<file path="config.mk">
export PLATFORM = sky130hd
export DESIGN_NAME = ppm_frame_pulse_builder_flat
export DESIGN_NICKNAME = d
export VERILOG_FILES = /design/src/ppmfb_pkg.sv /design/src/ppmfb_if.sv /design/src/ppm_frame_pulse_builder.sv /design/src/ppmfb_item_calc.sv /design/src/flat_wrapper.sv
export SDC_FILE = /design/constraint.sdc
export NUM_CORES = 1
export LEC_CHECK = 0
export ABC_AREA = 1
export BUFFER_PORTS_ARGS = -buffer_cell sky130_fd_sc_hd__buf_2
export CORE_MARGIN = 5
export CORE_UTILIZATION = 42
export DETAILED_ROUTE_END_ITERATION = 8
export GPL_TIMING_DRIVEN = 0
export MAX_ROUTING_LAYER = met4
export PLACE_DENSITY_LB_ADDON = 0.15
export SKIP_CTS_REPAIR_TIMING = 1
export SLEW_MARGIN = 20
export SYNTH_ARGS = -nofsm -noshare
export SYNTH_HDL_FRONTEND = slang
export SYNTH_SLANG_ARGS = --single-unit
</file>
<file path="constraint.sdc">
create_clock -name clock -period 14.6 [get_ports clock]
set_input_delay 0.73 -clock clock [delete_from_list [all_inputs] [get_ports clock]]
set_output_delay 0.73 -clock clock [all_outputs]
set_load 0.05 [all_outputs]
</file>
<file path="src/ppmfb_pkg.sv">
// Package for the PPM frame pulse builder.
// Holds the item and configuration types, register indexes and frame constants.
// Depends on nothing.
`timescale 1ns / 1ps

package ppmfb_pkg;

   // Field widths of the channels.
   localparam int VALUE_W    = 16;
   localparam int CENTER_W   = 13;
   localparam int DUR_W      = 15;
   localparam int RANGE_W    = 11;
   localparam int MARKER_W   = 12;
   localparam int ADJUST_W   = 8;
   localparam int CSR_IDX_W  = 4;
   localparam int CSR_DATA_W = 12;

   // Frame remainder arithmetic width.
   localparam int REM_W = 20;

   // Up to four result items leave for one channel beat.
   localparam int MAX_ITEMS = 4;
   localparam int SLOT_W    = 2;
   localparam int COUNT_W   = 3;

   localparam int DEFAULT_MAX_CHANNELS = 32;

   // Frame timing constants, in half-microsecond ticks.
   localparam logic signed [REM_W-1:0] BASE_FRAME_TICKS = 20'sd45000;
   localparam logic signed [REM_W-1:0] ADJUST_STEP      = 20'sd1000;
   localparam logic signed [REM_W-1:0] SYNC_MAX         = 20'sd32767;
   localparam logic signed [REM_W-1:0] SYNC_MIN         = 20'sd9000;
   localparam logic signed [REM_W-1:0] SETUP_TICKS_S    = 20'sd1000;
   localparam logic [DUR_W-1:0]        SETUP_TICKS      = 15'd1000;

   // Register reset values.
   localparam logic [RANGE_W-1:0]  RANGE_RESET    = 11'd1024;
   localparam logic [MARKER_W-1:0] MARKER_RESET   = 12'd600;
   localparam logic                POLARITY_RESET = 1'b0;
   localparam logic [ADJUST_W-1:0] ADJUST_RESET   = 8'd0;

   // Register indexes on the configuration port.
   typedef enum logic [CSR_IDX_W-1:0] {
      CSR_PULSE_RANGE    = 4'd0,
      CSR_MARKER_TICKS   = 4'd1,
      CSR_PULSE_POLARITY = 4'd2,
      CSR_FRAME_ADJUST   = 4'd3
   } csr_index_type;

   // Current configuration as seen by the item logic.
   typedef struct packed {
      logic [RANGE_W-1:0]         pulse_range;
      logic [MARKER_W-1:0]        marker_ticks;
      logic                       pulse_polarity;
      logic signed [ADJUST_W-1:0] frame_length_adjust;
   } cfg_type;

   // One channel beat.
   typedef struct packed {
      logic signed [VALUE_W-1:0] channel_value;
      logic [CENTER_W-1:0]       center_ticks;
      logic                      last_channel;
   } chan_type;

   // One two-phase pulse item.
   typedef struct packed {
      logic [DUR_W-1:0] first_duration;
      logic             first_level;
      logic [DUR_W-1:0] second_duration;
      logic             second_level;
      logic             frame_end;
   } item_type;

endpackage

</file>
<file path="src/ppmfb_if.sv">
// Channel interfaces of the PPM frame pulse builder: channel beats,
// pulse items and configuration writes. Depends on ppmfb_pkg.
`timescale 1ns / 1ps

interface ppmfb_req_if;
   import ppmfb_pkg::*;
   logic                      valid;
   logic                      ready;
   logic signed [VALUE_W-1:0] channel_value;
   logic [CENTER_W-1:0]       center_ticks;
   logic                      last_channel;

   modport source (output valid, output channel_value, output center_ticks,
                   output last_channel, input ready);
   modport sink   (input valid, input channel_value, input center_ticks,
                   input last_channel, output ready);
endinterface

interface ppmfb_rsp_if;
   import ppmfb_pkg::*;
   logic             valid;
   logic             ready;
   logic [DUR_W-1:0] first_duration;
   logic             first_level;
   logic [DUR_W-1:0] second_duration;
   logic             second_level;
   logic             frame_end;

   modport source (output valid, output first_duration, output first_level,
                   output second_duration, output second_level,
                   output frame_end, input ready);
   modport sink   (input valid, input first_duration, input first_level,
                   input second_duration, input second_level,
                   input frame_end, output ready);
endinterface

interface ppmfb_csr_if;
   import ppmfb_pkg::*;
   logic                  valid;
   logic                  ready;
   logic [CSR_IDX_W-1:0]  index;
   logic [CSR_DATA_W-1:0] data;

   modport source (output valid, output index, output data, input ready);
   modport sink   (input valid, input index, input data, output ready);
endinterface

</file>
<file path="src/ppm_frame_pulse_builder.sv">
// Top level of the PPM frame pulse builder: input register, item logic,
// item buffer and configuration registers. Depends on ppmfb_pkg, ppmfb_if
// and ppmfb_item_calc.
`timescale 1ns / 1ps

// A channel beat is taken into an input register and, once the item buffer
// is free, turned by a single pass of logic into its pulse items, which fill a
// four-slot item buffer that hands out one item per cycle while the receiver
// is ready. An ordinary channel gives one item, so channels stream at one per
// cycle unless the receiver stalls; the last channel of a frame gives its channel
// item plus sync, setup and terminator items and holds the item buffer until all
// of them have left. A channel past MAX_CHANNELS gives no channel item. The
// frame length adjust takes effect at the start of the next frame. The
// configuration port is always ready; write it only while the block is idle.
module ppm_frame_pulse_builder #(
   parameter int MAX_CHANNELS = ppmfb_pkg::DEFAULT_MAX_CHANNELS
) (
   input logic         clock,
   input logic         reset,
   ppmfb_req_if.sink   req_bus,
   ppmfb_rsp_if.source rsp_bus,
   ppmfb_csr_if.sink   csr_bus
);
   import ppmfb_pkg::*;

   localparam int TAKEN_W = $clog2(MAX_CHANNELS + 1);

   cfg_type                 cfg_ff, cfg_in;
   logic                    in_valid_ff, in_valid_in;
   chan_type                chan_ff;
   logic [TAKEN_W-1:0]      taken_ff, taken_in;
   logic signed [REM_W-1:0] rem_ff, rem_in;
   item_type                slot_ff [MAX_ITEMS];
   logic [COUNT_W-1:0]      count_ff, count_in;
   logic [SLOT_W-1:0]       ptr_ff, ptr_in;

   item_type                calc_items [MAX_ITEMS];
   logic [COUNT_W-1:0]      calc_count;
   logic [TAKEN_W-1:0]      calc_taken;
   logic signed [REM_W-1:0] calc_rem;

   logic                    req_fire;
   logic                    rsp_fire;
   logic                    buf_free;
   logic                    load;
   item_type                head;

   // Handshakes.
   assign rsp_fire = rsp_bus.valid & rsp_bus.ready;
   assign req_fire = req_bus.valid & req_bus.ready;
   assign buf_free = (count_ff == '0) || ((count_ff == COUNT_W'(1)) && rsp_fire);
   assign load     = in_valid_ff & buf_free;
   assign req_bus.ready = ~in_valid_ff | load;
   assign csr_bus.ready = 1'b1;

   // Item logic on the registered channel beat.
   ppmfb_item_calc #(
      .MAX_CHANNELS (MAX_CHANNELS),
      .TAKEN_W      (TAKEN_W)
   ) u_calc (
      .cfg            (cfg_ff),
      .chan           (chan_ff),
      .taken          (taken_ff),
      .remainder      (rem_ff),
      .items          (calc_items),
      .item_count     (calc_count),
      .taken_next     (calc_taken),
      .remainder_next (calc_rem)
   );

   // Configuration register decode.
   always_comb begin
      cfg_in = cfg_ff;
      if (csr_bus.valid && csr_bus.ready) begin
         unique case (csr_index_type'(csr_bus.index))
            CSR_PULSE_RANGE:    cfg_in.pulse_range    = csr_bus.data[RANGE_W-1:0];
            CSR_MARKER_TICKS:   cfg_in.marker_ticks   = csr_bus.data[MARKER_W-1:0];
            CSR_PULSE_POLARITY: cfg_in.pulse_polarity = csr_bus.data[0];
            CSR_FRAME_ADJUST:   cfg_in.frame_length_adjust =
                                   signed'(csr_bus.data[ADJUST_W-1:0]);
            default:            cfg_in = cfg_ff;
         endcase
      end
   end

   // Next state of the input register, frame state and item buffer.
   always_comb begin
      in_valid_in = in_valid_ff;
      if (req_fire) begin
         in_valid_in = 1'b1;
      end else if (load) begin
         in_valid_in = 1'b0;
      end

      taken_in = taken_ff;
      rem_in   = rem_ff;
      count_in = count_ff;
      ptr_in   = ptr_ff;
      if (load) begin
         taken_in = calc_taken;
         rem_in   = calc_rem;
         count_in = calc_count;
         ptr_in   = '0;
      end else if (rsp_fire) begin
         count_in = count_ff - COUNT_W'(1);
         ptr_in   = ptr_ff + SLOT_W'(1);
      end
   end

   // Control registers.
   always_ff @(posedge clock) begin
      if (reset) begin
         cfg_ff.pulse_range         <= RANGE_RESET;
         cfg_ff.marker_ticks        <= MARKER_RESET;
         cfg_ff.pulse_polarity      <= POLARITY_RESET;
         cfg_ff.frame_length_adjust <= signed'(ADJUST_RESET);
         in_valid_ff <= 1'b0;
         taken_ff    <= '0;
         rem_ff      <= BASE_FRAME_TICKS;
         count_ff    <= '0;
         ptr_ff      <= '0;
      end else begin
         cfg_ff      <= cfg_in;
         in_valid_ff <= in_valid_in;
         taken_ff    <= taken_in;
         rem_ff      <= rem_in;
         count_ff    <= count_in;
         ptr_ff      <= ptr_in;
      end
   end

   // Payload registers: the channel beat and the item slots.
   always_ff @(posedge clock) begin
      if (req_fire) begin
         chan_ff.channel_value <= req_bus.channel_value;
         chan_ff.center_ticks  <= req_bus.center_ticks;
         chan_ff.last_channel  <= req_bus.last_channel;
      end
      if (load) begin
         for (int i = 0; i < MAX_ITEMS; i++) begin
            slot_ff[i] <= calc_items[i];
         end
      end
   end

   // Result beat from the head slot.
   assign head                    = slot_ff[ptr_ff];
   assign rsp_bus.valid           = (count_ff != '0);
   assign rsp_bus.first_duration  = head.first_duration;
   assign rsp_bus.first_level     = head.first_level;
   assign rsp_bus.second_duration = head.second_duration;
   assign rsp_bus.second_level    = head.second_level;
   assign rsp_bus.frame_end       = head.frame_end;

endmodule

</file>
<file path="src/ppmfb_item_calc.sv">
// Item logic of the PPM frame pulse builder: turns one channel beat and the
// frame state into up to four pulse items and the next frame state.
// Depends on ppmfb_pkg.
`timescale 1ns / 1ps

module ppmfb_item_calc #(
   parameter int MAX_CHANNELS = ppmfb_pkg::DEFAULT_MAX_CHANNELS,
   parameter int TAKEN_W      = $clog2(MAX_CHANNELS + 1)
) (
   input  ppmfb_pkg::cfg_type                  cfg,
   input  ppmfb_pkg::chan_type                 chan,
   input  logic [TAKEN_W-1:0]                  taken,
   input  logic signed [ppmfb_pkg::REM_W-1:0]  remainder,
   output ppmfb_pkg::item_type                 items [ppmfb_pkg::MAX_ITEMS],
   output logic [ppmfb_pkg::COUNT_W-1:0]       item_count,
   output logic [TAKEN_W-1:0]                  taken_next,
   output logic signed [ppmfb_pkg::REM_W-1:0]  remainder_next
);
   import ppmfb_pkg::*;

   localparam int CALC_W = VALUE_W + 1;
   localparam logic [TAKEN_W-1:0] TAKEN_MAX = TAKEN_W'(MAX_CHANNELS);

   logic                      mark_lv;
   logic                      idle_lv;
   logic signed [CALC_W-1:0]  val_ext;
   logic signed [CALC_W-1:0]  range_pos;
   logic signed [CALC_W-1:0]  range_neg;
   logic signed [CALC_W-1:0]  clamped;
   logic signed [CALC_W-1:0]  width;
   logic signed [CALC_W-1:0]  rest_w;
   logic [DUR_W-1:0]          rest_dur;
   logic signed [REM_W-1:0]   adjust_ext;
   logic signed [REM_W-1:0]   frame_base;
   logic signed [REM_W-1:0]   rem_cur;
   logic signed [REM_W-1:0]   rem_new;
   logic signed [REM_W-1:0]   sync_rem;
   logic signed [REM_W-1:0]   sync_clamped;
   logic signed [REM_W-1:0]   sync_dur;
   logic                      take_chan;
   item_type                  chan_item;
   item_type                  sync_item;
   item_type                  setup_item;
   item_type                  term_item;

   assign mark_lv = cfg.pulse_polarity;
   assign idle_lv = ~cfg.pulse_polarity;

   // Clamp the channel value to the configured range and add its center.
   always_comb begin
      val_ext   = CALC_W'(chan.channel_value);
      range_pos = signed'({{(CALC_W - RANGE_W){1'b0}}, cfg.pulse_range});
      range_neg = -range_pos;
      clamped   = val_ext;
      if (clamped > range_pos) begin
         clamped = range_pos;
      end
      if (clamped < range_neg) begin
         clamped = range_neg;
      end
      width  = clamped + signed'({{(CALC_W - CENTER_W){1'b0}}, chan.center_ticks});
      rest_w = width - signed'({{(CALC_W - MARKER_W){1'b0}}, cfg.marker_ticks});
      rest_dur = (rest_w < 0) ? '0 : rest_w[DUR_W-1:0];
   end

   // Frame remainder: reload at frame start, subtract each taken channel.
   always_comb begin
      adjust_ext = {{(REM_W - ADJUST_W){cfg.frame_length_adjust[ADJUST_W-1]}},
                    cfg.frame_length_adjust};
      frame_base = BASE_FRAME_TICKS + adjust_ext * ADJUST_STEP;
      take_chan  = (taken < TAKEN_MAX);
      rem_cur    = (taken == '0) ? frame_base : remainder;
      rem_new    = rem_cur - {{(REM_W - CALC_W){width[CALC_W-1]}}, width};
      sync_rem   = take_chan ? rem_new : rem_cur;
      sync_clamped = sync_rem;
      if (sync_clamped > SYNC_MAX) begin
         sync_clamped = SYNC_MAX;
      end
      if (sync_clamped < SYNC_MIN) begin
         sync_clamped = SYNC_MIN;
      end
      sync_dur = sync_clamped - SETUP_TICKS_S;
   end

   // The four kinds of item.
   always_comb begin
      chan_item.first_duration  = DUR_W'(cfg.marker_ticks);
      chan_item.first_level     = mark_lv;
      chan_item.second_duration = rest_dur;
      chan_item.second_level    = idle_lv;
      chan_item.frame_end       = 1'b0;

      sync_item.first_duration  = DUR_W'(cfg.marker_ticks);
      sync_item.first_level     = mark_lv;
      sync_item.second_duration = sync_dur[DUR_W-1:0];
      sync_item.second_level    = idle_lv;
      sync_item.frame_end       = 1'b0;

      setup_item.first_duration  = SETUP_TICKS;
      setup_item.first_level     = idle_lv;
      setup_item.second_duration = '0;
      setup_item.second_level    = idle_lv;
      setup_item.frame_end       = 1'b0;

      term_item           = '0;
      term_item.frame_end = 1'b1;
   end

   // Pack the items in output order and work out the next frame state.
   always_comb begin
      if (take_chan) begin
         items[0] = chan_item;
         items[1] = sync_item;
         items[2] = setup_item;
         items[3] = term_item;
         item_count = chan.last_channel ? COUNT_W'(4) : COUNT_W'(1);
         taken_next = taken + TAKEN_W'(1);
         remainder_next = rem_new;
      end else begin
         items[0] = sync_item;
         items[1] = setup_item;
         items[2] = term_item;
         items[3] = term_item;
         item_count = chan.last_channel ? COUNT_W'(3) : COUNT_W'(0);
         taken_next = taken;
         remainder_next = rem_cur;
      end
      if (chan.last_channel) begin
         taken_next = '0;
      end
   end

endmodule

</file>
<file path="src/flat_wrapper.sv">
// flat-port wrapper written by rule: the top's interface ports become plain ports
module ppm_frame_pulse_builder_flat import ppmfb_pkg::*;
#(
   parameter int MAX_CHANNELS = ppmfb_pkg::DEFAULT_MAX_CHANNELS
)
  (clock, reset, req_bus_valid, req_bus_channel_value, req_bus_center_ticks, req_bus_last_channel, req_bus_ready, rsp_bus_valid, rsp_bus_first_duration, rsp_bus_first_level, rsp_bus_second_duration, rsp_bus_second_level, rsp_bus_frame_end, rsp_bus_ready, csr_bus_valid, csr_bus_index, csr_bus_data, csr_bus_ready);
  ppmfb_req_if req_bus_i ();
  ppmfb_rsp_if rsp_bus_i ();
  ppmfb_csr_if csr_bus_i ();
  input logic clock;
  input logic reset;
  input wire logic [$bits(req_bus_i.valid)-1:0] req_bus_valid;
  input wire logic [$bits(req_bus_i.channel_value)-1:0] req_bus_channel_value;
  input wire logic [$bits(req_bus_i.center_ticks)-1:0] req_bus_center_ticks;
  input wire logic [$bits(req_bus_i.last_channel)-1:0] req_bus_last_channel;
  output wire logic [$bits(req_bus_i.ready)-1:0] req_bus_ready;
  output wire logic [$bits(rsp_bus_i.valid)-1:0] rsp_bus_valid;
  output wire logic [$bits(rsp_bus_i.first_duration)-1:0] rsp_bus_first_duration;
  output wire logic [$bits(rsp_bus_i.first_level)-1:0] rsp_bus_first_level;
  output wire logic [$bits(rsp_bus_i.second_duration)-1:0] rsp_bus_second_duration;
  output wire logic [$bits(rsp_bus_i.second_level)-1:0] rsp_bus_second_level;
  output wire logic [$bits(rsp_bus_i.frame_end)-1:0] rsp_bus_frame_end;
  input wire logic [$bits(rsp_bus_i.ready)-1:0] rsp_bus_ready;
  input wire logic [$bits(csr_bus_i.valid)-1:0] csr_bus_valid;
  input wire logic [$bits(csr_bus_i.index)-1:0] csr_bus_index;
  input wire logic [$bits(csr_bus_i.data)-1:0] csr_bus_data;
  output wire logic [$bits(csr_bus_i.ready)-1:0] csr_bus_ready;
  assign req_bus_i.valid = req_bus_valid;
  assign req_bus_i.channel_value = req_bus_channel_value;
  assign req_bus_i.center_ticks = req_bus_center_ticks;
  assign req_bus_i.last_channel = req_bus_last_channel;
  assign req_bus_ready = req_bus_i.ready;
  assign rsp_bus_valid = rsp_bus_i.valid;
  assign rsp_bus_first_duration = rsp_bus_i.first_duration;
  assign rsp_bus_first_level = rsp_bus_i.first_level;
  assign rsp_bus_second_duration = rsp_bus_i.second_duration;
  assign rsp_bus_second_level = rsp_bus_i.second_level;
  assign rsp_bus_frame_end = rsp_bus_i.frame_end;
  assign rsp_bus_i.ready = rsp_bus_ready;
  assign csr_bus_i.valid = csr_bus_valid;
  assign csr_bus_i.index = csr_bus_index;
  assign csr_bus_i.data = csr_bus_data;
  assign csr_bus_ready = csr_bus_i.ready;
  ppm_frame_pulse_builder #(.MAX_CHANNELS(MAX_CHANNELS)) u_core (.clock(clock), .reset(reset), .req_bus(req_bus_i), .rsp_bus(rsp_bus_i), .csr_bus(csr_bus_i));
endmodule
</file>
==> flow_summary.ini <==
[outcome]
status = completed

[worst_setup_path]
max_stage_delay_ns = 0.45
ff2ff_setup_slack_ns = 4.51
r2r-end = u_core.slot_ff[1][15]
end_kind = flop
cp_top_family = simple AND/OR/NAND/NOR gates
path_depth = 62
cp.arrival_ns = 10.35
critPathKind = flop to flop
critPathCapture = u_core.slot_ff[1][15]
path_max_fanout = 10
r2r-start = u_core.cfg_ff[31]
cp-start-kind = flop
path_buf_inv = 10
cpMaxStageDelayCell = dfxtp_1
reg2regPathDepth = 62
crit_path_frequent_cell = nand2_1
crit_start = u_core.cfg_ff[31]
cp.required_ns = 14.86

[placed_design]
post-place-ws_ns = 4.75
dpl.cell_count = 1946
globalplace.congestion = 0.923
dpl-instance-area_um2 = 12700
io_buffers = 82
hpwl_um = 25500

[global_route]
grt_pass1_wl_um = 48300
grt_pass1_vias = 9225
antenna_found_initial = 0
grt-ovfl-total = 0
grt_usage = 0.203
grt_max_degree = 31

[die]
num_io_pins = 87
fp.coreArea_um2 = 27800
die_w_um = 178
initial_core_util = 0.424
rows = 61
dieArea_um2 = 31500
die_h_um = 178

[clock_network]
clk_path_buf_depth = 2
insertion_delay_ns = 0.45
cts.sinks = 156
htreeDepth = 4
clkTransAtPathRegs_ns = 0.08
numCtsBuffers = 17
cts_tree = built
cts-root-buf = clkbuf_16

[power_and_ir_drop]
pwr-share-comb = 0.615
netSwitchingFraction = 0.513
leakage_nw = 6.26
switching_power_w = 0.00149
ir_worst_vdd_mv = 0.129
clkPwrFrac = 0.159
sequentialPowerShare = 0.225
internal-power_w = 0.00142
powerDensity_nw_per_um2 = 218

[synth]
ys_ff_latch = 156
synth-xor-area-share = 0.0512
synth_edf_count = 90
synth_compound_area_frac = 0.149
async_flop_share = 0
synth_top_family_by_area = simple AND/OR/NAND/NOR gates
syn-instance-count = 1482
netlist_area_um2 = 11800
synth_fa_ha_area_frac = 0.175
synth_flop_cell = edfxtp_1
avgSynthCellArea_um2 = 7.95
yosysUniqueCellTypes = 57
synth-simple-area-share = 0.191
synth-seq-area-share = 0.341
yosysWarningCount = 0
synthMuxAreaShare = 0.000849

[timing]
timing.fmax_mhz = 99.1
fin_setup_tns_ns = 0
finalSetupViolCount = 0
slew_violations = 0
rsz0062_at_grt = no
fin_skew_ns = 0.0142
worstMarginPinSlew_ns = 1.05
maxSlewHeadroom = 0.297
hold_viol = 0
setup_ws_ns = 4.51
period_share = 0.691
min_period_ns = 10.09

[drt]
drt_pass1_iterations = 5
wl_per_cell_um = 15.9
num_vias = 9842
wirelength_um = 31400
viasPerCell = 4.98
drtIter0Drc = 658
drc = 0
antenna_left = 0

[finish]
multiInputGateArea_um2 = 6710
nFillCells = 2829
diodes = 0
design_area_um2 = 13400
layout.nets = 1785
area_growth_syn_to_layout_pct = 13.3
fin_cells = 1978
drive_above_1_share = 0.115
ff_latch_area_um2 = 4020

[flow_run]
max_cap_violations = 0

[hold_path]
holdPathStages = 0
hp-class = flop to flop
hp-start = u_core.cfg_ff[12]
sequential cells by signal, summed over array words and instances (netlist names), named ones only:
register            cells
u_core.rem_ff          20
u_core.count_ff         3
u_core.chan_ff         30
u_core.taken_ff         6
u_core.in_valid_ff      1
u_core.slot_ff         60
u_core.cfg_ff          32
u_core.ptr_ff           2
power groups by stage:
| stage | registers (W) | logic [W] | clock network [W] |
|---|---|---|---|
| after detailed placement | 0.000666 | 0.00177 | 0 |
| after floorplan | 0.000658 | 0.00134 | 0 |
| after global routing | 0.000666 | 0.00198 | 0.000489 |
| after global placement | 0.000672 | 0.00175 | 0 |
| after CTS | 0.000657 | 0.00178 | 0.000474 |
| final | 0.000657 | 0.00179 | 0.000465 |
layer usage:
metal	share of wire	wire, um	track usage	vias to the layer above
met5	0	0	-	-
li1	-	-	-	5110
met2	0.47	14900	0.332	204
met3	0.043	1350	0.0243	25
met1	0.47	14900	0.272	4503
met4	0.010	329	0.0438	0
layout by cell type, fill, tap and decap left out, types with 4 or more instances in the layout:
master / count
a211oi_1: 6
a21o_1: 6
a21oi_1: 98
and2_1: 5
buf_2: 85
buf_4: 6
clkbuf_1: 29
clkbuf_16: 17
clkinv_8: 6
conb_1: 4
dfxtp_1: 66
edfxtp_1: 90
fa_1: 30
ha_1: 117
inv_1: 224
inv_2: 7
nand2_1: 242
nand2_2: 21
nand3_1: 53
nand3_2: 7
nand3b_1: 4
nand4_1: 11
nor2_1: 135
nor2_2: 4
nor3_1: 18
o211ai_1: 6
o21ai_0: 141
o21ai_1: 8
o21bai_1: 7
o22ai_1: 22
o31ai_1: 4
or2_2: 5
xnor2_1: 15
xor2_1: 52
worst min-delay path by stage:
stage | end | slack [ns]
after floorplan | u_core.slot_ff[0][20] | 0.41
after global placement | u_core.slot_ff[0][24] | 0.41
after detailed placement | u_core.slot_ff[0][20] | 0.41
after CTS | u_core.slot_ff[0][21] | 0.42
after global routing | u_core.slot_ff[0][21] | 0.43
final | u_core.slot_ff[0][21] | 0.42
layout make-up:
type | count | area share
Multi-Input combinational cell | 1053 | 0.502
Buffer | 41 | 0.0141
Clock inverter | 15 | 0.0142
Timing Repair Buffer | 84 | 0.0349
Tap cell | 378 | 0.0354
Clock buffer | 17 | 0.0319
Inverter | 234 | 0.0660
Sequential cell | 156 | 0.301
worst register-to-register path, delay by kind of cell, from the launching register on:
| family | cells | cell delay (ns) |
|---|---|---|
| simple gates | 36 | 3.83 |
| compound gates | 10 | 2.05 |
| fa+ha+maj | 5 | 1.65 |
| buf+inv | 10 | 1.44 |
| flops | 1 | 0.45 |
| xor+xnor | 1 | 0.45 |
cell usage after synthesis, types with 4 or more instances:
library cell    n  area (um^2)
a211oi_1        6         45.0
a21o_1          6         45.0
a21oi_1        98          490
and2_1          5         31.3
buf_4           6         45.0
clkbuf_1       29          109
dfxtp_1        66         1320
edfxtp_1       90         2700
fa_1           30          601
ha_1          117         1460
inv_1         225          845
inv_2           6         22.5
nand2_1       242          908
nand2_2        21          131
nand3_1        53          265
nand3_2         7         70.1
nand3b_1        4         30.0
nand4_1        11         68.8
nor2_1        136          510
nor2_2          4         25.0
nor3_1         18         90.1
o211ai_1        6         45.0
o21ai_0       141          706
o21ai_1         8         40.0
o21bai_1        7         52.6
o22ai_1        22          138
o31ai_1         4         30.0
or2_2           5         31.3
xnor2_1        15          131
xor2_1         52          455
kinds of logic (layout without fill, tap and decap cells):
kind of cell / Yosys count / in the layout
buffers and inverters: 275 / 391
flip-flops: 156 / 156
XOR/XNOR: 68 / 68
adder cells (fa/ha/maj): 147 / 147
AND/OR/NAND/NOR: 517 / 517
AO/OA/AOI/OAI: 316 / 316
multiplexers: 1 / 1
other: 2 / 4
metrics by stage:
stage | total power, W | hold slack [ns] | utilization
global route | 0.00313 | 0.428 | 0.481
global placement | 0.00242 | 0.412 | 0.456
CTS | 0.00291 | 0.419 | 0.481
detailed placement | 0.00244 | 0.414 | 0.458
floorplan | 0.00200 | 0.408 | -
finish | 0.00291 | 0.419 | 0.481
No activity file was read; power rests on OpenSTA's default activity.
